[src/rtl/core/hdec_pkg.sv]
// ----------------------------------------------------------------------------
// hdec_pkg
// Shared types, codes and MD5 tables for the hidden AVP decoder.
// ----------------------------------------------------------------------------
package hdec_pkg;

  localparam int BLOCK_BYTES      = 16;
  localparam int HEADER_BYTES     = 6;
  localparam int MAX_RV_BYTES     = 64;
  localparam int MAX_SECRET_BYTES = 16;
  localparam int QUEUE_DEPTH      = 2;
  localparam int CFG_IDX_W        = 2;

  localparam logic [CFG_IDX_W-1:0] CFG_SECRET_LOW  = 2'd0;
  localparam logic [CFG_IDX_W-1:0] CFG_SECRET_HIGH = 2'd1;
  localparam logic [CFG_IDX_W-1:0] CFG_SECRET_LEN  = 2'd2;

  localparam logic [1:0] FUNC_START = 2'd0;
  localparam logic [1:0] FUNC_RV    = 2'd1;
  localparam logic [1:0] FUNC_DATA  = 2'd2;

  localparam logic [31:0] MD5_IV0 = 32'h67452301;
  localparam logic [31:0] MD5_IV1 = 32'hefcdab89;
  localparam logic [31:0] MD5_IV2 = 32'h98badcfe;
  localparam logic [31:0] MD5_IV3 = 32'h10325476;

  typedef enum logic [1:0] {
    ST_OK     = 2'd0,
    ST_SHORT  = 2'd1,
    ST_BIGLEN = 2'd2
  } status_t;

  typedef struct packed {
    logic [1:0]  func;
    logic [15:0] attr_type;
    logic [9:0]  avp_length;
    logic [6:0]  rv_length;
    logic [7:0]  data_byte;
  } in_item_t;

  typedef struct packed {
    logic [7:0] out_byte;
    status_t    status;
    logic       last;
  } out_item_t;

  typedef enum logic [1:0] {
    CMD_START = 2'd0,
    CMD_RV    = 2'd1,
    CMD_DATA  = 2'd2
  } cmd_kind_t;

  typedef struct packed {
    cmd_kind_t   kind;
    logic [15:0] attr_type;
    logic [9:0]  value_len;
    status_t     err;
    logic [9:0]  idx;
    logic        last;
    logic [7:0]  data;
  } cmd_t;

  typedef struct packed {
    logic       we;
    logic [5:0] idx;
    logic [7:0] wbyte;
    logic       go;
    logic       first;
  } md5_ctl_t;

  typedef enum logic [2:0] {
    BK_IDLE,
    BK_FILL,
    BK_FLUSH,
    BK_GO,
    BK_HASH,
    BK_KEY,
    BK_PROC,
    BK_EMIT2
  } bk_state_t;

  function automatic logic [31:0] md5_k(input logic [5:0] i);
    logic [31:0] k;
    case (i)
      6'd0:  k = 32'hd76aa478;  6'd1:  k = 32'he8c7b756;
      6'd2:  k = 32'h242070db;  6'd3:  k = 32'hc1bdceee;
      6'd4:  k = 32'hf57c0faf;  6'd5:  k = 32'h4787c62a;
      6'd6:  k = 32'ha8304613;  6'd7:  k = 32'hfd469501;
      6'd8:  k = 32'h698098d8;  6'd9:  k = 32'h8b44f7af;
      6'd10: k = 32'hffff5bb1;  6'd11: k = 32'h895cd7be;
      6'd12: k = 32'h6b901122;  6'd13: k = 32'hfd987193;
      6'd14: k = 32'ha679438e;  6'd15: k = 32'h49b40821;
      6'd16: k = 32'hf61e2562;  6'd17: k = 32'hc040b340;
      6'd18: k = 32'h265e5a51;  6'd19: k = 32'he9b6c7aa;
      6'd20: k = 32'hd62f105d;  6'd21: k = 32'h02441453;
      6'd22: k = 32'hd8a1e681;  6'd23: k = 32'he7d3fbc8;
      6'd24: k = 32'h21e1cde6;  6'd25: k = 32'hc33707d6;
      6'd26: k = 32'hf4d50d87;  6'd27: k = 32'h455a14ed;
      6'd28: k = 32'ha9e3e905;  6'd29: k = 32'hfcefa3f8;
      6'd30: k = 32'h676f02d9;  6'd31: k = 32'h8d2a4c8a;
      6'd32: k = 32'hfffa3942;  6'd33: k = 32'h8771f681;
      6'd34: k = 32'h6d9d6122;  6'd35: k = 32'hfde5380c;
      6'd36: k = 32'ha4beea44;  6'd37: k = 32'h4bdecfa9;
      6'd38: k = 32'hf6bb4b60;  6'd39: k = 32'hbebfbc70;
      6'd40: k = 32'h289b7ec6;  6'd41: k = 32'heaa127fa;
      6'd42: k = 32'hd4ef3085;  6'd43: k = 32'h04881d05;
      6'd44: k = 32'hd9d4d039;  6'd45: k = 32'he6db99e5;
      6'd46: k = 32'h1fa27cf8;  6'd47: k = 32'hc4ac5665;
      6'd48: k = 32'hf4292244;  6'd49: k = 32'h432aff97;
      6'd50: k = 32'hab9423a7;  6'd51: k = 32'hfc93a039;
      6'd52: k = 32'h655b59c3;  6'd53: k = 32'h8f0ccc92;
      6'd54: k = 32'hffeff47d;  6'd55: k = 32'h85845dd1;
      6'd56: k = 32'h6fa87e4f;  6'd57: k = 32'hfe2ce6e0;
      6'd58: k = 32'ha3014314;  6'd59: k = 32'h4e0811a1;
      6'd60: k = 32'hf7537e82;  6'd61: k = 32'hbd3af235;
      6'd62: k = 32'h2ad7d2bb;  default: k = 32'heb86d391;
    endcase
    return k;
  endfunction

  function automatic logic [4:0] md5_s(input logic [5:0] i);
    logic [4:0] s;
    case ({i[5:4], i[1:0]})
      4'd0:  s = 5'd7;   4'd1:  s = 5'd12;  4'd2:  s = 5'd17;  4'd3:  s = 5'd22;
      4'd4:  s = 5'd5;   4'd5:  s = 5'd9;   4'd6:  s = 5'd14;  4'd7:  s = 5'd20;
      4'd8:  s = 5'd4;   4'd9:  s = 5'd11;  4'd10: s = 5'd16;  4'd11: s = 5'd23;
      4'd12: s = 5'd6;   4'd13: s = 5'd10;  4'd14: s = 5'd15;  default: s = 5'd21;
    endcase
    return s;
  endfunction

  function automatic logic [3:0] md5_g(input logic [5:0] i);
    logic [3:0] g;
    case (i[5:4])
      2'd0:    g = i[3:0];
      2'd1:    g = 4'((i * 5) + 1);
      2'd2:    g = 4'((i * 3) + 5);
      default: g = 4'(i * 7);
    endcase
    return g;
  endfunction

endpackage

[src/rtl/core/hdec_fifo.sv]
// ----------------------------------------------------------------------------
// hdec_fifo
// Small register queue with full and empty flags.
// ----------------------------------------------------------------------------
module hdec_fifo #(
  parameter int W     = 8,
  parameter int DEPTH = hdec_pkg::QUEUE_DEPTH
) (
  input  logic         clk,
  input  logic         rst_n,
  input  logic         push,
  input  logic [W-1:0] wdata,
  output logic         full,
  input  logic         pop,
  output logic [W-1:0] rdata,
  output logic         empty
);

  localparam int AW = (DEPTH > 1) ? $clog2(DEPTH) : 1;
  localparam int CW = $clog2(DEPTH + 1);

  logic [W-1:0]  mem_r [DEPTH];
  logic [AW-1:0] wp_r, rp_r;
  logic [CW-1:0] cnt_r;
  logic          do_push, do_pop;

  assign full    = (cnt_r == CW'(DEPTH));
  assign empty   = (cnt_r == '0);
  assign do_push = push && !full;
  assign do_pop  = pop && !empty;
  assign rdata   = mem_r[rp_r];

  always_ff @(posedge clk) begin
    if (!rst_n) begin
      wp_r  <= '0;
      rp_r  <= '0;
      cnt_r <= '0;
    end else begin
      if (do_push) begin
        wp_r <= (wp_r == AW'(DEPTH - 1)) ? '0 : wp_r + 1'b1;
      end
      if (do_pop) begin
        rp_r <= (rp_r == AW'(DEPTH - 1)) ? '0 : rp_r + 1'b1;
      end
      cnt_r <= cnt_r + CW'(do_push) - CW'(do_pop);
    end
  end

  always_ff @(posedge clk) begin
    if (do_push) begin
      mem_r[wp_r] <= wdata;
    end
  end

endmodule

[src/rtl/core/hdec_front.sv]
// ----------------------------------------------------------------------------
// hdec_front
// Accepts input beats, tracks AVP framing and queues commands.
// ----------------------------------------------------------------------------
module hdec_front #(
  parameter int MAX_RV_BYTES = hdec_pkg::MAX_RV_BYTES
) (
  input  logic              clk,
  input  logic              rst_n,
  input  logic              in_push,
  input  hdec_pkg::in_item_t in_item,
  output logic              in_full,
  output logic              cmd_push,
  output hdec_pkg::cmd_t    cmd_item,
  input  logic              cmd_full
);

  localparam int CW = $clog2(MAX_RV_BYTES + 1);

  logic [9:0]    vlen_r, vlen_nxt, cnt_r, cnt_nxt;
  logic [CW-1:0] rvlen_r, rvlen_nxt, rvcnt_r, rvcnt_nxt;
  logic          accept;
  logic [8:0]    rl9, max9;

  assign in_full = cmd_full;
  assign accept  = in_push && !cmd_full;
  assign rl9     = 9'(in_item.rv_length);
  assign max9    = 9'(MAX_RV_BYTES);

  always_comb begin
    vlen_nxt  = vlen_r;
    cnt_nxt   = cnt_r;
    rvlen_nxt = rvlen_r;
    rvcnt_nxt = rvcnt_r;
    cmd_push  = 1'b0;
    cmd_item  = '0;
    cmd_item.attr_type = in_item.attr_type;
    cmd_item.data      = in_item.data_byte;
    cmd_item.idx       = cnt_r;
    cmd_item.last      = ((cnt_r + 10'd1) == vlen_r);
    if (in_item.avp_length >= 10'(hdec_pkg::HEADER_BYTES)) begin
      cmd_item.value_len = in_item.avp_length - 10'(hdec_pkg::HEADER_BYTES);
    end
    cmd_item.err = (in_item.avp_length < 10'(hdec_pkg::HEADER_BYTES + 2)) ?
                   hdec_pkg::ST_SHORT : hdec_pkg::ST_OK;
    case (in_item.func)
      hdec_pkg::FUNC_START: begin
        cmd_item.kind = hdec_pkg::CMD_START;
        cmd_push      = accept;
        if (accept) begin
          vlen_nxt  = cmd_item.value_len;
          cnt_nxt   = '0;
          rvcnt_nxt = '0;
          rvlen_nxt = CW'((rl9 > max9) ? max9 : rl9);
        end
      end
      hdec_pkg::FUNC_RV: begin
        cmd_item.kind = hdec_pkg::CMD_RV;
        if (rvcnt_r < rvlen_r) begin
          cmd_push = accept;
          if (accept) begin
            rvcnt_nxt = rvcnt_r + 1'b1;
          end
        end
      end
      hdec_pkg::FUNC_DATA: begin
        cmd_item.kind = hdec_pkg::CMD_DATA;
        if (cnt_r < vlen_r) begin
          cmd_push = accept;
          if (accept) begin
            cnt_nxt = cnt_r + 10'd1;
          end
        end
      end
      default: begin
        cmd_item.kind = hdec_pkg::CMD_DATA;
      end
    endcase
  end

  always_ff @(posedge clk) begin
    if (!rst_n) begin
      vlen_r  <= '0;
      cnt_r   <= '0;
      rvlen_r <= '0;
      rvcnt_r <= '0;
    end else begin
      vlen_r  <= vlen_nxt;
      cnt_r   <= cnt_nxt;
      rvlen_r <= rvlen_nxt;
      rvcnt_r <= rvcnt_nxt;
    end
  end

endmodule

[src/rtl/core/hdec_md5.sv]
// ----------------------------------------------------------------------------
// hdec_md5
// Iterative MD5 compression, one round per cycle, byte-loaded block buffer.
// ----------------------------------------------------------------------------
module hdec_md5 (
  input  logic                clk,
  input  logic                rst_n,
  input  hdec_pkg::md5_ctl_t  ctl,
  output logic                done,
  output logic [127:0]        digest
);

  logic [31:0] m_r [16];
  logic [31:0] h_r [4];
  logic [31:0] a_r, b_r, c_r, d_r;
  logic [5:0]  i_r;
  logic        busy_r;
  logic [31:0] f, t, rot, b_n;
  logic [63:0] rot64;
  logic [31:0] base [4];

  assign done   = busy_r && (i_r == 6'd63);
  assign digest = {h_r[3], h_r[2], h_r[1], h_r[0]};

  always_comb begin
    case (i_r[5:4])
      2'd0:    f = (b_r & c_r) | (~b_r & d_r);
      2'd1:    f = (d_r & b_r) | (~d_r & c_r);
      2'd2:    f = b_r ^ c_r ^ d_r;
      default: f = c_r ^ (b_r | ~d_r);
    endcase
    t     = f + a_r + hdec_pkg::md5_k(i_r) + m_r[hdec_pkg::md5_g(i_r)];
    rot64 = {t, t} << hdec_pkg::md5_s(i_r);
    rot   = rot64[63:32];
    b_n   = b_r + rot;
    if (ctl.first) begin
      base[0] = hdec_pkg::MD5_IV0;
      base[1] = hdec_pkg::MD5_IV1;
      base[2] = hdec_pkg::MD5_IV2;
      base[3] = hdec_pkg::MD5_IV3;
    end else begin
      base = h_r;
    end
  end

  always_ff @(posedge clk) begin
    if (ctl.we) begin
      m_r[ctl.idx[5:2]][{ctl.idx[1:0], 3'b000} +: 8] <= ctl.wbyte;
    end
  end

  always_ff @(posedge clk) begin
    if (!rst_n) begin
      busy_r <= 1'b0;
      i_r    <= '0;
      h_r[0] <= hdec_pkg::MD5_IV0;
      h_r[1] <= hdec_pkg::MD5_IV1;
      h_r[2] <= hdec_pkg::MD5_IV2;
      h_r[3] <= hdec_pkg::MD5_IV3;
    end else if (ctl.go) begin
      busy_r <= 1'b1;
      i_r    <= '0;
      h_r    <= base;
      a_r    <= base[0];
      b_r    <= base[1];
      c_r    <= base[2];
      d_r    <= base[3];
    end else if (busy_r) begin
      a_r <= d_r;
      b_r <= b_n;
      c_r <= b_r;
      d_r <= c_r;
      i_r <= i_r + 6'd1;
      if (done) begin
        busy_r <= 1'b0;
        h_r[0] <= h_r[0] + d_r;
        h_r[1] <= h_r[1] + b_n;
        h_r[2] <= h_r[2] + b_r;
        h_r[3] <= h_r[3] + c_r;
      end
    end
  end

endmodule

[src/rtl/core/hdec_back.sv]
// ----------------------------------------------------------------------------
// hdec_back
// Executes queued commands: key generation, XOR decode, result beats.
// ----------------------------------------------------------------------------
module hdec_back #(
  parameter int MAX_RV_BYTES     = hdec_pkg::MAX_RV_BYTES,
  parameter int MAX_SECRET_BYTES = hdec_pkg::MAX_SECRET_BYTES
) (
  input  logic                 clk,
  input  logic                 rst_n,
  input  logic                 cmd_empty,
  input  hdec_pkg::cmd_t       cmd_item,
  output logic                 cmd_pop,
  input  logic [63:0]          secret_low,
  input  logic [63:0]          secret_high,
  input  logic [4:0]           sec_nbytes,
  input  logic                 out_full,
  output logic                 out_push,
  output hdec_pkg::out_item_t  out_item
);

  localparam int AW = (MAX_RV_BYTES > 1) ? $clog2(MAX_RV_BYTES) : 1;
  localparam int CW = $clog2(MAX_RV_BYTES + 1);
  localparam int PW = $clog2(2 + MAX_SECRET_BYTES + MAX_RV_BYTES + 73);

  hdec_pkg::bk_state_t state_r, state_nxt;

  logic [7:0]        rv_mem [MAX_RV_BYTES];
  logic [7:0]        rv_q_r;
  logic [AW-1:0]     rd_addr;
  logic [CW-1:0]     rvc_r;
  logic [15:0]       type_r;
  logic [9:0]        vlen_r;
  hdec_pkg::status_t err_r, err_b;
  logic [15:0]       orig_r, ol;
  logic [7:0]        held_r;
  logic [127:0]      cur_r, key_r, sec;
  logic [9:0]        it_idx_r;
  logic              it_last_r;
  logic [7:0]        it_data_r;
  logic [PW-1:0]     len_r, total_r, p_r, len_c, sl_p, q_off;
  logic              first_r, key0_r;
  logic              fw_en_r, fw_rv_r;
  logic [5:0]        fw_idx_r;
  logic [7:0]        fw_byte_r, fill_byte;
  logic              fill_rv;
  logic [15:0]       bits16;
  hdec_pkg::out_item_t em2_r, res0, res1;
  hdec_pkg::md5_ctl_t  md5_ctl;
  logic              md5_done;
  logic [127:0]      digest;
  logic [4:0]        sl;
  logic              idle_take, need_hash, held_case, is_one, dec, proc_go;
  logic [3:0]        pos;
  logic [7:0]        d0, d1;

  assign sl   = (sec_nbytes > 5'(MAX_SECRET_BYTES)) ? 5'(MAX_SECRET_BYTES) : sec_nbytes;
  assign sl_p = PW'(sl);
  assign sec  = {secret_high, secret_low};

  assign idle_take = (state_r == hdec_pkg::BK_IDLE) && !cmd_empty;
  assign need_hash = (cmd_item.kind == hdec_pkg::CMD_DATA) &&
                     ((cmd_item.idx == 10'd0) ||
                      ((cmd_item.idx[3:0] == 4'd0) && (vlen_r > 10'(hdec_pkg::BLOCK_BYTES)) &&
                       (err_r == hdec_pkg::ST_OK)));
  assign len_c = (cmd_item.idx == 10'd0) ? (sl_p + PW'(rvc_r) + PW'(2))
                                         : (sl_p + PW'(hdec_pkg::BLOCK_BYTES));

  // message byte source for the current fill position
  always_comb begin
    fill_byte = 8'h00;
    fill_rv   = 1'b0;
    q_off     = p_r - sl_p - PW'(2);
    rd_addr   = q_off[AW-1:0];
    bits16    = 16'({len_r, 3'b000});
    if (p_r < len_r) begin
      if (key0_r) begin
        if (p_r == '0) begin
          fill_byte = type_r[15:8];
        end else if (p_r == PW'(1)) begin
          fill_byte = type_r[7:0];
        end else if (p_r < sl_p + PW'(2)) begin
          q_off     = p_r - PW'(2);
          fill_byte = sec[{q_off[3:0], 3'b000} +: 8];
        end else begin
          fill_rv = 1'b1;
        end
      end else if (p_r < sl_p) begin
        fill_byte = sec[{p_r[3:0], 3'b000} +: 8];
      end else begin
        q_off     = p_r - sl_p;
        fill_byte = cur_r[{q_off[3:0], 3'b000} +: 8];
      end
    end else if (p_r == len_r) begin
      fill_byte = 8'h80;
    end else if (p_r >= total_r - PW'(8)) begin
      q_off = p_r - (total_r - PW'(8));
      if (q_off == '0) begin
        fill_byte = bits16[7:0];
      end else if (q_off == PW'(1)) begin
        fill_byte = bits16[15:8];
      end
    end
  end

  // decode of the latched value byte
  always_comb begin
    pos       = it_idx_r[3:0];
    held_case = (it_idx_r == 10'd0) && (vlen_r >= 10'd2);
    is_one    = (it_idx_r == 10'd1);
    d0        = held_r ^ key_r[7:0];
    d1        = it_data_r ^ key_r[15:8];
    ol        = {d0, d1};
    err_b     = err_r;
    if ((err_r == hdec_pkg::ST_OK) && (vlen_r > 10'(hdec_pkg::BLOCK_BYTES)) &&
        (ol > (16'(vlen_r) - 16'd2))) begin
      err_b = hdec_pkg::ST_BIGLEN;
    end
    dec = (vlen_r <= 10'(hdec_pkg::BLOCK_BYTES)) || (it_idx_r < 10'(hdec_pkg::BLOCK_BYTES)) ||
          (17'(it_idx_r) < (17'(orig_r) + 17'd2));
    if (is_one) begin
      if (err_b == hdec_pkg::ST_OK) begin
        res0 = '{out_byte: d0, status: hdec_pkg::ST_OK, last: 1'b0};
        res1 = '{out_byte: d1, status: hdec_pkg::ST_OK, last: it_last_r};
      end else begin
        res0 = '{out_byte: held_r, status: err_b, last: 1'b0};
        res1 = '{out_byte: it_data_r, status: err_b, last: it_last_r};
      end
    end else begin
      res1 = '{out_byte: it_data_r, status: err_r, last: it_last_r};
      if (err_r != hdec_pkg::ST_OK) begin
        res0 = '{out_byte: it_data_r, status: err_r, last: it_last_r};
      end else begin
        res0 = '{out_byte: dec ? (it_data_r ^ key_r[{pos, 3'b000} +: 8]) : it_data_r,
                 status: hdec_pkg::ST_OK, last: it_last_r};
      end
    end
  end

  assign proc_go = (state_r == hdec_pkg::BK_PROC) && (held_case || !out_full);

  // next state
  always_comb begin
    state_nxt = state_r;
    case (state_r)
      hdec_pkg::BK_IDLE: begin
        if (!cmd_empty && (cmd_item.kind == hdec_pkg::CMD_DATA)) begin
          state_nxt = need_hash ? hdec_pkg::BK_FILL : hdec_pkg::BK_PROC;
        end
      end
      hdec_pkg::BK_FILL: begin
        if (p_r[5:0] == 6'h3f) begin
          state_nxt = hdec_pkg::BK_FLUSH;
        end
      end
      hdec_pkg::BK_FLUSH: state_nxt = hdec_pkg::BK_GO;
      hdec_pkg::BK_GO:    state_nxt = hdec_pkg::BK_HASH;
      hdec_pkg::BK_HASH: begin
        if (md5_done) begin
          state_nxt = (p_r == total_r) ? hdec_pkg::BK_KEY : hdec_pkg::BK_FILL;
        end
      end
      hdec_pkg::BK_KEY: state_nxt = hdec_pkg::BK_PROC;
      hdec_pkg::BK_PROC: begin
        if (proc_go) begin
          state_nxt = (is_one && !held_case) ? hdec_pkg::BK_EMIT2 : hdec_pkg::BK_IDLE;
        end
      end
      hdec_pkg::BK_EMIT2: begin
        if (!out_full) begin
          state_nxt = hdec_pkg::BK_IDLE;
        end
      end
      default: state_nxt = hdec_pkg::BK_IDLE;
    endcase
  end

  // outputs
  always_comb begin
    cmd_pop       = idle_take;
    md5_ctl.we    = fw_en_r;
    md5_ctl.idx   = fw_idx_r;
    md5_ctl.wbyte = fw_rv_r ? rv_q_r : fw_byte_r;
    md5_ctl.go    = (state_r == hdec_pkg::BK_GO);
    md5_ctl.first = first_r;
    out_push      = 1'b0;
    out_item      = res0;
    case (state_r)
      hdec_pkg::BK_PROC: out_push = proc_go && !held_case;
      hdec_pkg::BK_EMIT2: begin
        out_push = !out_full;
        out_item = em2_r;
      end
      default: out_push = 1'b0;
    endcase
  end

  always_ff @(posedge clk) begin
    if (!rst_n) begin
      state_r <= hdec_pkg::BK_IDLE;
      fw_en_r <= 1'b0;
      first_r <= 1'b0;
      rvc_r   <= '0;
      type_r  <= '0;
      vlen_r  <= '0;
      err_r   <= hdec_pkg::ST_OK;
      orig_r  <= '0;
      held_r  <= '0;
      cur_r   <= '0;
      key_r   <= '0;
    end else begin
      state_r <= state_nxt;
      fw_en_r <= (state_r == hdec_pkg::BK_FILL);
      if (idle_take) begin
        case (cmd_item.kind)
          hdec_pkg::CMD_START: begin
            type_r <= cmd_item.attr_type;
            vlen_r <= cmd_item.value_len;
            err_r  <= cmd_item.err;
            rvc_r  <= '0;
            orig_r <= '0;
            held_r <= '0;
            cur_r  <= '0;
          end
          hdec_pkg::CMD_RV: rvc_r <= rvc_r + 1'b1;
          default: begin
            if (need_hash) begin
              first_r <= 1'b1;
            end
          end
        endcase
      end
      if (state_r == hdec_pkg::BK_GO) begin
        first_r <= 1'b0;
      end
      if (state_r == hdec_pkg::BK_KEY) begin
        key_r <= digest;
      end
      if (proc_go) begin
        cur_r[{pos, 3'b000} +: 8] <= it_data_r;
        if (held_case) begin
          held_r <= it_data_r;
        end else if (is_one) begin
          err_r <= err_b;
          if ((err_r == hdec_pkg::ST_OK) && (vlen_r > 10'(hdec_pkg::BLOCK_BYTES))) begin
            orig_r <= ol;
          end
        end
      end
    end
  end

  // payload registers
  always_ff @(posedge clk) begin
    fw_idx_r  <= p_r[5:0];
    fw_rv_r   <= fill_rv;
    fw_byte_r <= fill_byte;
    if (proc_go) begin
      em2_r <= res1;
    end
    if (idle_take && (cmd_item.kind == hdec_pkg::CMD_DATA)) begin
      it_idx_r  <= cmd_item.idx;
      it_last_r <= cmd_item.last;
      it_data_r <= cmd_item.data;
      key0_r    <= (cmd_item.idx == 10'd0);
      len_r     <= len_c;
      total_r   <= PW'((((len_c + PW'(8)) >> 6) + PW'(1)) << 6);
      p_r       <= '0;
    end else if (state_r == hdec_pkg::BK_FILL) begin
      p_r <= p_r + PW'(1);
    end
  end

  always_ff @(posedge clk) begin
    if (idle_take && (cmd_item.kind == hdec_pkg::CMD_RV)) begin
      rv_mem[rvc_r[AW-1:0]] <= cmd_item.data;
    end
    rv_q_r <= rv_mem[rd_addr];
  end

  hdec_md5 u_md5 (
    .clk    (clk),
    .rst_n  (rst_n),
    .ctl    (md5_ctl),
    .done   (md5_done),
    .digest (digest)
  );

endmodule

[src/rtl/core/hidden_avp_md5_decoder_top.sv]
// ----------------------------------------------------------------------------
// hidden_avp_md5_decoder_top
// L2TP hidden AVP value decoder with MD5 keystream.
// ----------------------------------------------------------------------------
// Input queue port: in_push/in_full carry start, RV and ciphered value beats.
// Result queue port: out_empty/out_pop; the head result sits on out_item.
// Config port: cfg_valid/cfg_ready (always ready), cfg_index, cfg_data;
// write only while the decoder is idle.
// A front stage frames each AVP and feeds a 2-deep command queue; the back
// stage decodes and writes a 2-deep result queue, so input is taken while
// results wait.
// Start and RV beats are taken in the idle state. A value byte that opens
// a key block (byte 0, and every 16th byte of long values with OK status)
// runs the MD5 unit: each 64-byte message block is loaded byte by byte,
// set up and hashed in 64 rounds, one or two blocks for key 0, one for
// later keys, and then the key is latched. Other value bytes go straight to
// processing; byte 1 also releases the held byte 0 result.
// The back stage takes a new command only from its idle state.
// Synchronous reset empties both queues and clears the secret registers.
// A stalled result side fills the queues and then raises in_full.
// ----------------------------------------------------------------------------
module hidden_avp_md5_decoder_top #(
  parameter int MAX_RV_BYTES     = hdec_pkg::MAX_RV_BYTES,
  parameter int MAX_SECRET_BYTES = hdec_pkg::MAX_SECRET_BYTES
) (
  input  logic                               clk,
  input  logic                               rst_n,
  input  logic                               in_push,
  input  hdec_pkg::in_item_t                 in_item,
  output logic                               in_full,
  output logic                               out_empty,
  input  logic                               out_pop,
  output hdec_pkg::out_item_t                out_item,
  input  logic                               cfg_valid,
  output logic                               cfg_ready,
  input  logic [hdec_pkg::CFG_IDX_W-1:0]     cfg_index,
  input  logic [63:0]                        cfg_data
);

  logic [63:0] secret_low_r, secret_high_r;
  logic [4:0]  sec_nbytes_r;

  logic                cmd_push, cmd_full, cmd_empty, cmd_pop;
  hdec_pkg::cmd_t      cmd_w, cmd_r;
  logic                res_push, res_full;
  hdec_pkg::out_item_t res_w;

  assign cfg_ready = 1'b1;

  always_ff @(posedge clk) begin
    if (!rst_n) begin
      secret_low_r  <= '0;
      secret_high_r <= '0;
      sec_nbytes_r  <= '0;
    end else if (cfg_valid) begin
      case (cfg_index)
        hdec_pkg::CFG_SECRET_LOW:  secret_low_r  <= cfg_data;
        hdec_pkg::CFG_SECRET_HIGH: secret_high_r <= cfg_data;
        hdec_pkg::CFG_SECRET_LEN:  sec_nbytes_r  <= cfg_data[4:0];
        default: ;
      endcase
    end
  end

  hdec_front #(
    .MAX_RV_BYTES (MAX_RV_BYTES)
  ) u_front (
    .clk      (clk),
    .rst_n    (rst_n),
    .in_push  (in_push),
    .in_item  (in_item),
    .in_full  (in_full),
    .cmd_push (cmd_push),
    .cmd_item (cmd_w),
    .cmd_full (cmd_full)
  );

  hdec_fifo #(
    .W     ($bits(hdec_pkg::cmd_t)),
    .DEPTH (hdec_pkg::QUEUE_DEPTH)
  ) u_cmd_q (
    .clk   (clk),
    .rst_n (rst_n),
    .push  (cmd_push),
    .wdata (cmd_w),
    .full  (cmd_full),
    .pop   (cmd_pop),
    .rdata (cmd_r),
    .empty (cmd_empty)
  );

  hdec_back #(
    .MAX_RV_BYTES     (MAX_RV_BYTES),
    .MAX_SECRET_BYTES (MAX_SECRET_BYTES)
  ) u_back (
    .clk         (clk),
    .rst_n       (rst_n),
    .cmd_empty   (cmd_empty),
    .cmd_item    (cmd_r),
    .cmd_pop     (cmd_pop),
    .secret_low  (secret_low_r),
    .secret_high (secret_high_r),
    .sec_nbytes  (sec_nbytes_r),
    .out_full    (res_full),
    .out_push    (res_push),
    .out_item    (res_w)
  );

  hdec_fifo #(
    .W     ($bits(hdec_pkg::out_item_t)),
    .DEPTH (hdec_pkg::QUEUE_DEPTH)
  ) u_res_q (
    .clk   (clk),
    .rst_n (rst_n),
    .push  (res_push),
    .wdata (res_w),
    .full  (res_full),
    .pop   (out_pop),
    .rdata (out_item),
    .empty (out_empty)
  );

endmodule

[config.mk]
export PLATFORM = sky130hd
export DESIGN_NAME = hidden_avp_md5_decoder_top
export DESIGN_NICKNAME = d
export VERILOG_FILES = /design/src/rtl/core/hdec_pkg.sv /design/src/rtl/core/hdec_fifo.sv /design/src/rtl/core/hdec_front.sv /design/src/rtl/core/hdec_md5.sv /design/src/rtl/core/hdec_back.sv /design/src/rtl/core/hidden_avp_md5_decoder_top.sv
export SDC_FILE = /design/constraint.sdc
export NUM_CORES = 2
export LEC_CHECK = 0
export BUFFER_PORTS_ARGS = -buffer_cell sky130_fd_sc_hd__buf_4
export CAP_MARGIN = 20
export CORE_AREA = 2 2 566 568
export DETAILED_ROUTE_END_ITERATION = 8
export DIE_AREA = 0 0 568 570
export MAX_ROUTING_LAYER = met4
export PLACE_DENSITY_LB_ADDON = 0.25
export SYNTH_ARGS = -nofsm -noshare
export SYNTH_HDL_FRONTEND = slang
export SYNTH_HIERARCHICAL = 1
export SYNTH_SLANG_ARGS = --single-unit
[constraint.sdc]
create_clock -name clk -period 15.92 [get_ports clk]
set_input_delay 3.184 -clock clk [delete_from_list [all_inputs] [get_ports clk]]
set_output_delay 3.184 -clock clk [all_outputs]
set_load 0.01 [all_outputs]
---- Yosys cells after proc, flatten, opt, wreduce, memory -nomap -nowiden ----
Memory sizes are Yosys's and may differ from the RTL's. A register that Yosys moved wholly into a read port is not among the register bits.
Index checks and enable logic that the tools add are counted.
operators by class
  multiplexer cells ....................... 105
  reduce and logical (&&, ||, !) cells .... 63
  equal/unequal tests ..................... 35
  $lt $le $gt $ge ......................... 16
  shift operators ......................... 9
  bitwise gates (word level) .............. 19
  multiply operators ...................... 3
  add/subtract/negate cells ............... 39
operators by type and width
  cell                       number
  $mux W128                  8
  $shiftx A128 B8 Y8         4
  $mux W32                   9
  $add A32 B32 Y32           8
  $and A32 B32 Y32           4
  $bwmux W128                1
  $mux W8                    16
  $shift A8 B9 Y128 const A  1
  $shiftx A8 B9 Y128         1
  $mux W16                   6
  $or A32 B32 Y32            3
  $pmux W32 S3               1
  $xor A32 B32 Y32           3
  $mux W11                   6
  $not A32 Y32               2
  $shl A64 B5 Y64            1
  $mux W10                   4
  $shift A8 B7 Y32 const A   1
  $shiftx A8 B7 Y32          1
  $mux W7                    4
  $pmux W7 S2                2
  $mux W3                    9
  $pmux W3 S8                1
  $xor A8 B8 Y8              3
  other kinds (81)           190
storage, ports and cells
  input port bits ......................... 114
  ROM bits ................................ 2128
  word-level logic and storage cells ...... 342
  register bits ........................... 822
  memory bits (writable) .................. 1142
  output and inout port bits .............. 14
  memories ................................ 6
memory list
  memory            depth  bits a word  rd ports  clocked after Yosys merged registers in  wr ports  RTL line         text
  (name not given)  64     32           1         1                                        0         hdec_pkg.sv:84   case (i)
  u_back.rv_mem     64     8            1         1                                        1         hdec_back.sv:28  logic [7:0] rv_mem [MAX_RV_BYTES];
  u_back.u_md5.m_r  16     32           1         0                                        1         hdec_md5.sv:13   logic [31:0] m_r [16];
  u_cmd_q.mem_r     2      48           1         1                                        1         hdec_fifo.sv:22  logic [W-1:0] mem_r [DEPTH];
  (name not given)  16     5            1         1                                        0         hdec_pkg.sv:123  case ({i[5:4], i[1:0]})
  u_res_q.mem_r     2      11           1         1                                        1         hdec_fifo.sv:22

---- Longest topological paths before layout ----
  depth after elaboration ................. 13
  depth in mapped cells ................... 62
  mapped depth without buffers ............ 60

---- Modules after synthesis ----
The synthesis kept the hierarchy.
modules (own cells, without submodules)
  module                      cells an instance  area each (sq um)  seq. area each (sq um)  times used
  hdec_md5                    4783               49356.1            22661.7                 1
  hdec_back                   3562               42534.5            23632.7                 1
  hidden_avp_md5_decoder_top  504                5024.8             2662.6                  1
  hdec_fifo at u_cmd_q        179                3814.9             3042.9                  1
  hdec_front                  327                2498.6             680.7                   1
  hdec_fifo at u_res_q        61                 1032.2             760.7                   1

---- Least setup slack after synthesis ----
Ideal clock, no wire load.
  path type ............................... reg-to-reg
  start ................................... register u_back.u_md5.i_r[4]
  end ..................................... register u_back.u_md5.h_r (netlist bit u_back/u_md5/digest[61])
  cell stages (with the launch flop) ...... 55
  clock period less this slack ............ 11.591 ns
  path buffers ............................ 4
  data required time ...................... 15.834 ns
  library setup time ...................... 0.086 ns
  setup slack ............................. 4.329 ns
  data arrival time ....................... 11.506 ns
  cells stage by stage .................... dfxtp_1 clkbuf_1 buf_1 xnor2_1 clkbuf_1 buf_1 mux4_2 nand2_1 a31oi_1 fa_1 inv_1 fa_1 inv_1 ha_1 inv_1 fa_1 nor2b_1 o31a_1 (+19 left out) nand2_1 nand2_1 a21oi_1 xnor2_1 ha_1 o21a_1 o21a_1 o21ai_0 a221oi_1 o2111ai_1 a21boi_0 o21ai_0 a21oi_1 o21a_1 o211ai_1 a21boi_0 mux2_2 a211oi_1
on the way
  word-level cells in the longest chain between the ends .. 11
  elaborated cells between the ends (all ways) .. 19
  those cells by class .................... add/sub (5); eq/ne (3); shift (1); mux (5); reduce/logical (4); memory (1)
RTL lines
  item                                        RTL line                         text
  start: declaration                          hdec_md5.sv:16                   logic [5:0] i_r;
  start signal: assignment                    hdec_md5.sv:73                   i_r <= i_r + 6'd1;
  $eq A2 B2 Y1, or another cell as far along  hdec_pkg.sv:134, hdec_md5.sv:26
  $pmux W32 S3                                hdec_md5.sv:26                   case (i_r[5:4])
  $add A32 B32 Y32 (3 in series)              hdec_md5.sv:32                   t = f + a_r + hdec_pkg::md5_k(i_r) + m_r[hdec_pkg::md5_g(i_r)];
  $shl A64 B5 Y64                             hdec_md5.sv:33                   rot64 = {t, t} << hdec_pkg::md5_s(i_r);
  $add A32 B32 Y32                            hdec_md5.sv:35                   b_n = b_r + rot;
  $add A32 B32 Y32                            hdec_md5.sv:77                   h_r[1] <= h_r[1] + b_n;
  $mux W128                                   hdec_md5.sv:74                   if (done) begin
  $mux W128                                   hdec_md5.sv:68                   end else if (busy_r) begin
  $mux W128                                   hdec_md5.sv:60                   end else if (ctl.go) begin
  end signal: assignment                      hdec_md5.sv:63                   h_r <= base;
  end: declaration                            hdec_md5.sv:14                   logic [31:0] h_r [4];
Several ways; a longest one is shown, not always the timed one. The select of a mux whose other input is x is not followed.
A chain may end at the register's enable or synchronous reset.

---- Worst setup path in the final report ----
  start ................................... register u_back.u_md5.i_r[0]
  end ..................................... register u_back.u_md5.h_r (netlist bit u_back/u_md5/digest[63])
on the way
  word-level cells in the longest chain between the ends .. 11
  elaborated cells between the ends (all ways) .. 18
  those cells by class .................... add/sub (5); mul (3); eq/ne (1); shift (1); mux (4); reduce/logical (3); memory (1)
RTL lines
  item                                                   RTL line                          text
  $mul A6 B2 Y4 / $mul A6 B3 Y4 (equally long branches)  hdec_pkg.sv:137, hdec_pkg.sv:136
  $add A4 B3 Y4 / $add A4 B1 Y4 (equally long branches)  hdec_pkg.sv:137, hdec_pkg.sv:136
  $pmux W4 S3                                            hdec_pkg.sv:134                   case (i[5:4])
  $mem_v2 Z16 W32                                        n/a
  $add A32 B32 Y32                                       hdec_md5.sv:32
  $shl A64 B5 Y64                                        hdec_md5.sv:33
  $add A32 B32 Y32                                       hdec_md5.sv:35
  $add A32 B32 Y32                                       hdec_md5.sv:77
  $mux W128                                              hdec_md5.sv:74
  $mux W128                                              hdec_md5.sv:68
  $mux W128                                              hdec_md5.sv:60
Several ways; a longest one is shown, not always the timed one. The select of a mux whose other input is x is not followed.

==> run_results.csv <==
group,metric,value,unit
run_status,outcome,"finished clean",
floorplan,initial_core_util,32.86,%
clock_network,numCtsBuffers,219,
floorplan,die_h,570,um
timing,tns,0,ps
power_and_ir_drop,pwr_density_cell,168.0,nW/um^2
power_and_ir_drop,p_sw_share,38.64,%
power_and_ir_drop,p_leak,40.72,nW
power_and_ir_drop,totalPowerFinal,19.59,mW
setup_path,reg2reg_depth,56,
setup_path,crit_fanout,39,
clock_network,cts_setup_buffers,0,
routing,ant_nets,0,
setup_path,worstSetupStartpointType,"flop",
timing,period_needed,14400,ps
cells_and_area,drive_gt1_share,13.09,%
clock_network,insertion_delay,960,ps
hold_path,hold_class,"flop to flop",
global_routing,grt_max_degree,218,
global_routing,grt_pass1_wl,510500,um
synthesis,synth_xor_area_share,2.461,%
placed_design,globalplace.congestion,0.9513,
clock_network,clock-root-buffer,"clkbuf_16",
synthesis,synthSimpleGateAreaFrac,12.63,%
synthesis,ys.flop_type,"edfxtp_1",
placed_design,dp_hpwl,246900,um
setup_path,critPathTopFamily,"compound AO/OA/AOI/OAI gates",
setup_path,path_depth,56,
power_and_ir_drop,p_seq_share,31.3,%
hold_path,hold_path_depth,2,
synthesis,synth.distinct_cells,113,
clock_network,clock_sinks,2013,
global_routing,grt_pass1_vias,73660,
routing,vias_per_cell,5.620,
synthesis,seq_area_frac_synth,51.26,%
global_routing,overflow,0,
synthesis,synth-compound-area-share,13.12,%
timing,finClkSkew,119.5,ps
routing,first_pass_iters,6,
synthesis,syn_area,104300,sq um
setup_path,critPathBufInv,6,
floorplan,fp.dieW,568,um
clock_network,clockBufferDepth,4,
synthesis,synth_seq_cells,2013,
setup_path,end_kind,"flop",
routing,postRouteWirelength,351500,um
clock_network,htree_levels,4,
placed_design,portBuffers,126,
synthesis,synthMuxAreaShare,11.24,%
job,maxCapViolCount,0,
floorplan,coreArea,317300,sq um
synthesis,synth-edff-count,1313,
synthesis,async_reset_ff_share,0,%
routing,wire_per_inst,25.70,um
synthesis,syn_inst,9416,
setup_path,slowest_stage,"nand2_2",
setup_path,cpPeakStageDelay,610,ps
floorplan,ios,128,
timing,slew_headroom,15.63,%
setup_path,crit_required,16750,ps
timing,setup_violations,0,
timing,fin_crit_sh,90.46,%
clock_network,clk_pin_slew_worst_paths,60,ps
synthesis,synthAdderAreaFrac,5.287,%
routing,vias,76850,
power_and_ir_drop,combPwrFrac,42.0,%
power_and_ir_drop,p_clk_share,26.7,%
global_routing,grt_util_all_layers,21.65,%
floorplan,row_count,207,
power_and_ir_drop,internal-power,12.02,mW
cells_and_area,area_growth,11.84,%
clock_network,ctsResizeCount,0,
cells_and_area,finalNetCount,9790,
timing,hold_viol,0,
timing,tightest_slew,1259,ps
floorplan,die_area,323800,sq um
timing,slew_violations,0,
setup_path,crit_type,"flop to flop",
clock_network,cts_tree,"yes",
synthesis,synth.avg_cell_area,11.07,sq um
global_routing,antenna_found_initial,26,
power_and_ir_drop,peakVddDrop,0.2834,mV
synthesis,yosysWarnings,6,
routing,drc,0,
synthesis,syn-num-nets,9913,
clock_network,ctsHoldBuffers,0,
routing,drt_iter0_markers,8244,
timing,rsz0062_at_grt,"no",
synthesis,synth_top_family_by_area,"compound AO/OA/AOI/OAI gates",
timing,achievable-frequency,0.06944,GHz
power_and_ir_drop,power.switching,7.569,mW
setup_path,crit_arrival,15230,ps
[final cells by class]
type,count,area [sq um]
multi-input combinational,6392,46880
inverter,394,1481
tap,4180,5230
clock inverter,121,1311
sequential,2013,53460
timing repair buffer,273,2206
antenna,16,40.04
fill,30870,200700
clock buffer,286,6000
[metrics by stage]
stage	instance area [sq um]	hold slack, ps	util [%]	worst slack [ps]	cells
after floorplan	104300	370.7	-	4329	9416
after global placement	109100	446.4	34.38	2092	13240
after detailed placement	109200	453.4	34.40	1894	13250
after CTS	116500	460.7	36.71	1847	13650
after global routing	116600	479.3	36.75	633.4	13670
final	116600	457.1	36.75	1518	13680
[placed cells by master (no fill, tap or decap), drive strengths merged, types with 83 or more instances in the layout]
cell,count
nor2,615
and2,199
dfxtp,700
clkbuf,287
a21boi,230
a31oi,158
xor2,106
nand2,1188
clkinv,83
mux2,152
nor3,125
nand3,359
xnor2,181
mux4,347
o21ai,516
mux2i,215
buf,272
ha,311
a211oi,85
inv,397
edfxtp,1313
a21oi,455
[synthesized netlist by cell type (22+ instances only)]
cell | n | share of area, %
o21a_1 | 46 | 0.33
fa_1 | 72 | 1.4
xnor2_1 | 181 | 1.5
mux2i_1 | 215 | 2.1
mux2_2 | 138 | 1.5
mux4_2 | 347 | 7.5
xor2_1 | 105 | 0.88
a22oi_1 | 22 | 0.16
o211ai_1 | 63 | 0.45
a31oi_1 | 158 | 0.95
a21boi_0 | 226 | 1.6
o21ai_0 | 502 | 2.4
dfxtp_1 | 700 | 13
a221oi_1 | 31 | 0.26
nor3_1 | 122 | 0.59
nand2_1 | 1187 | 4.3
nand4_1 | 43 | 0.26
buf_1 | 68 | 0.24
nand3_1 | 359 | 1.7
nor4_1 | 38 | 0.23
and3_1 | 43 | 0.26
o221a_2 | 22 | 0.24
a211oi_1 | 81 | 0.58
buf_4 | 38 | 0.27
nor2b_1 | 56 | 0.34
clkbuf_1 | 430 | 1.5
inv_1 | 383 | 1.4
ha_1 | 311 | 3.7
o22ai_1 | 82 | 0.49
a211o_1 | 22 | 0.18
or3_1 | 41 | 0.25
a21o_1 | 68 | 0.49
nand2b_1 | 64 | 0.38
a21oi_1 | 454 | 2.2
edfxtp_1 | 1313 | 38
and2_1 | 197 | 1.2
nor2_1 | 612 | 2.2
buf_2 | 63 | 0.30
o221ai_1 | 54 | 0.45
o21bai_1 | 25 | 0.18
a311oi_1 | 27 | 0.23
[worst reg2reg max path: cells and delay by family, from the launching register on]
family | cells | cell delay, ps
AOI/OAI and AO/OA | 25 | 6280
xor gates and xnor gates | 2 | 320
adders and majority gates | 9 | 3210
buffers and inverters | 6 | 470
DFF | 1 | 580
muxes | 3 | 1010
and+or+nand+nor | 11 | 2540
[path summary, 6_finish.rpt]
kind                        from                       to  slack, ps
max reg2reg  u_back/u_md5/i_r[0]  u_back/u_md5/digest[63]       1520
min           u_front/rvlen_r[0]       u_front/rvlen_r[0]        460
min reg2reg   u_front/rvlen_r[0]       u_front/rvlen_r[0]        460
max          u_back/u_md5/i_r[0]  u_back/u_md5/digest[63]       1520
[power groups by stage]
stage / Combinational (mW) / Sequential [mW] / Clock, mW
6_report: 8.23 / 6.13 / 5.23
5_1_grt: 8.88 / 6.14 / 5.53
4_1_cts: 8.16 / 6.12 / 5.34
3_5_place_dp: 8.12 / 6.24 / 0
3_3_place_gp: 8.05 / 6.23 / 0
2_1_floorplan: 5.68 / 6.13 / 0
[per-layer routing]
layer / GRT usage [%] / wire length, um / up-vias / share of wire, %
met5: - / 0 / - / 0
met4: 7.088 / 12550 / 0 / 3.6
met3: 3.221 / 23290 / 508 / 6.6
met2: 34.32 / 164300 / 2893 / 47
met1: 28.40 / 151300 / 38950 / 43
li1: - / - / 34510 / -
[sequential cells by signal, summed over array words and instances (netlist names), 10 cells and up, named ones only]
name,cells
u_back/u_md5/a_r,32
u_front/vlen_r,10
u_back/u_md5/m_r,512
secret_low_r,64
u_back/key_r,128
u_cmd_q/mem_r,98
u_back/em2_r,11
u_front/cnt_r,10
u_back/u_md5/digest,128
u_back/type_r,16
u_back/cur_r,128
u_res_q/mem_r,22
u_back/vlen_r,10
u_back/orig_r,16
secret_high_r,64
u_back/it_idx_r,10
u_back/u_md5/c_r,32
u_back/u_md5/b_r,32
u_back/rv_mem,512
u_back/u_md5/d_r,32
[kinds of logic after synthesis]
kind of cell    count (synthesis)
mux                           714
xor+xnor                      289
other cells                     3
simple gates                 2877
flops                        2013
compound gates               2108
fa+ha+maj                     401
buf+inv                      1011
(Power assumes the default switching activity.)
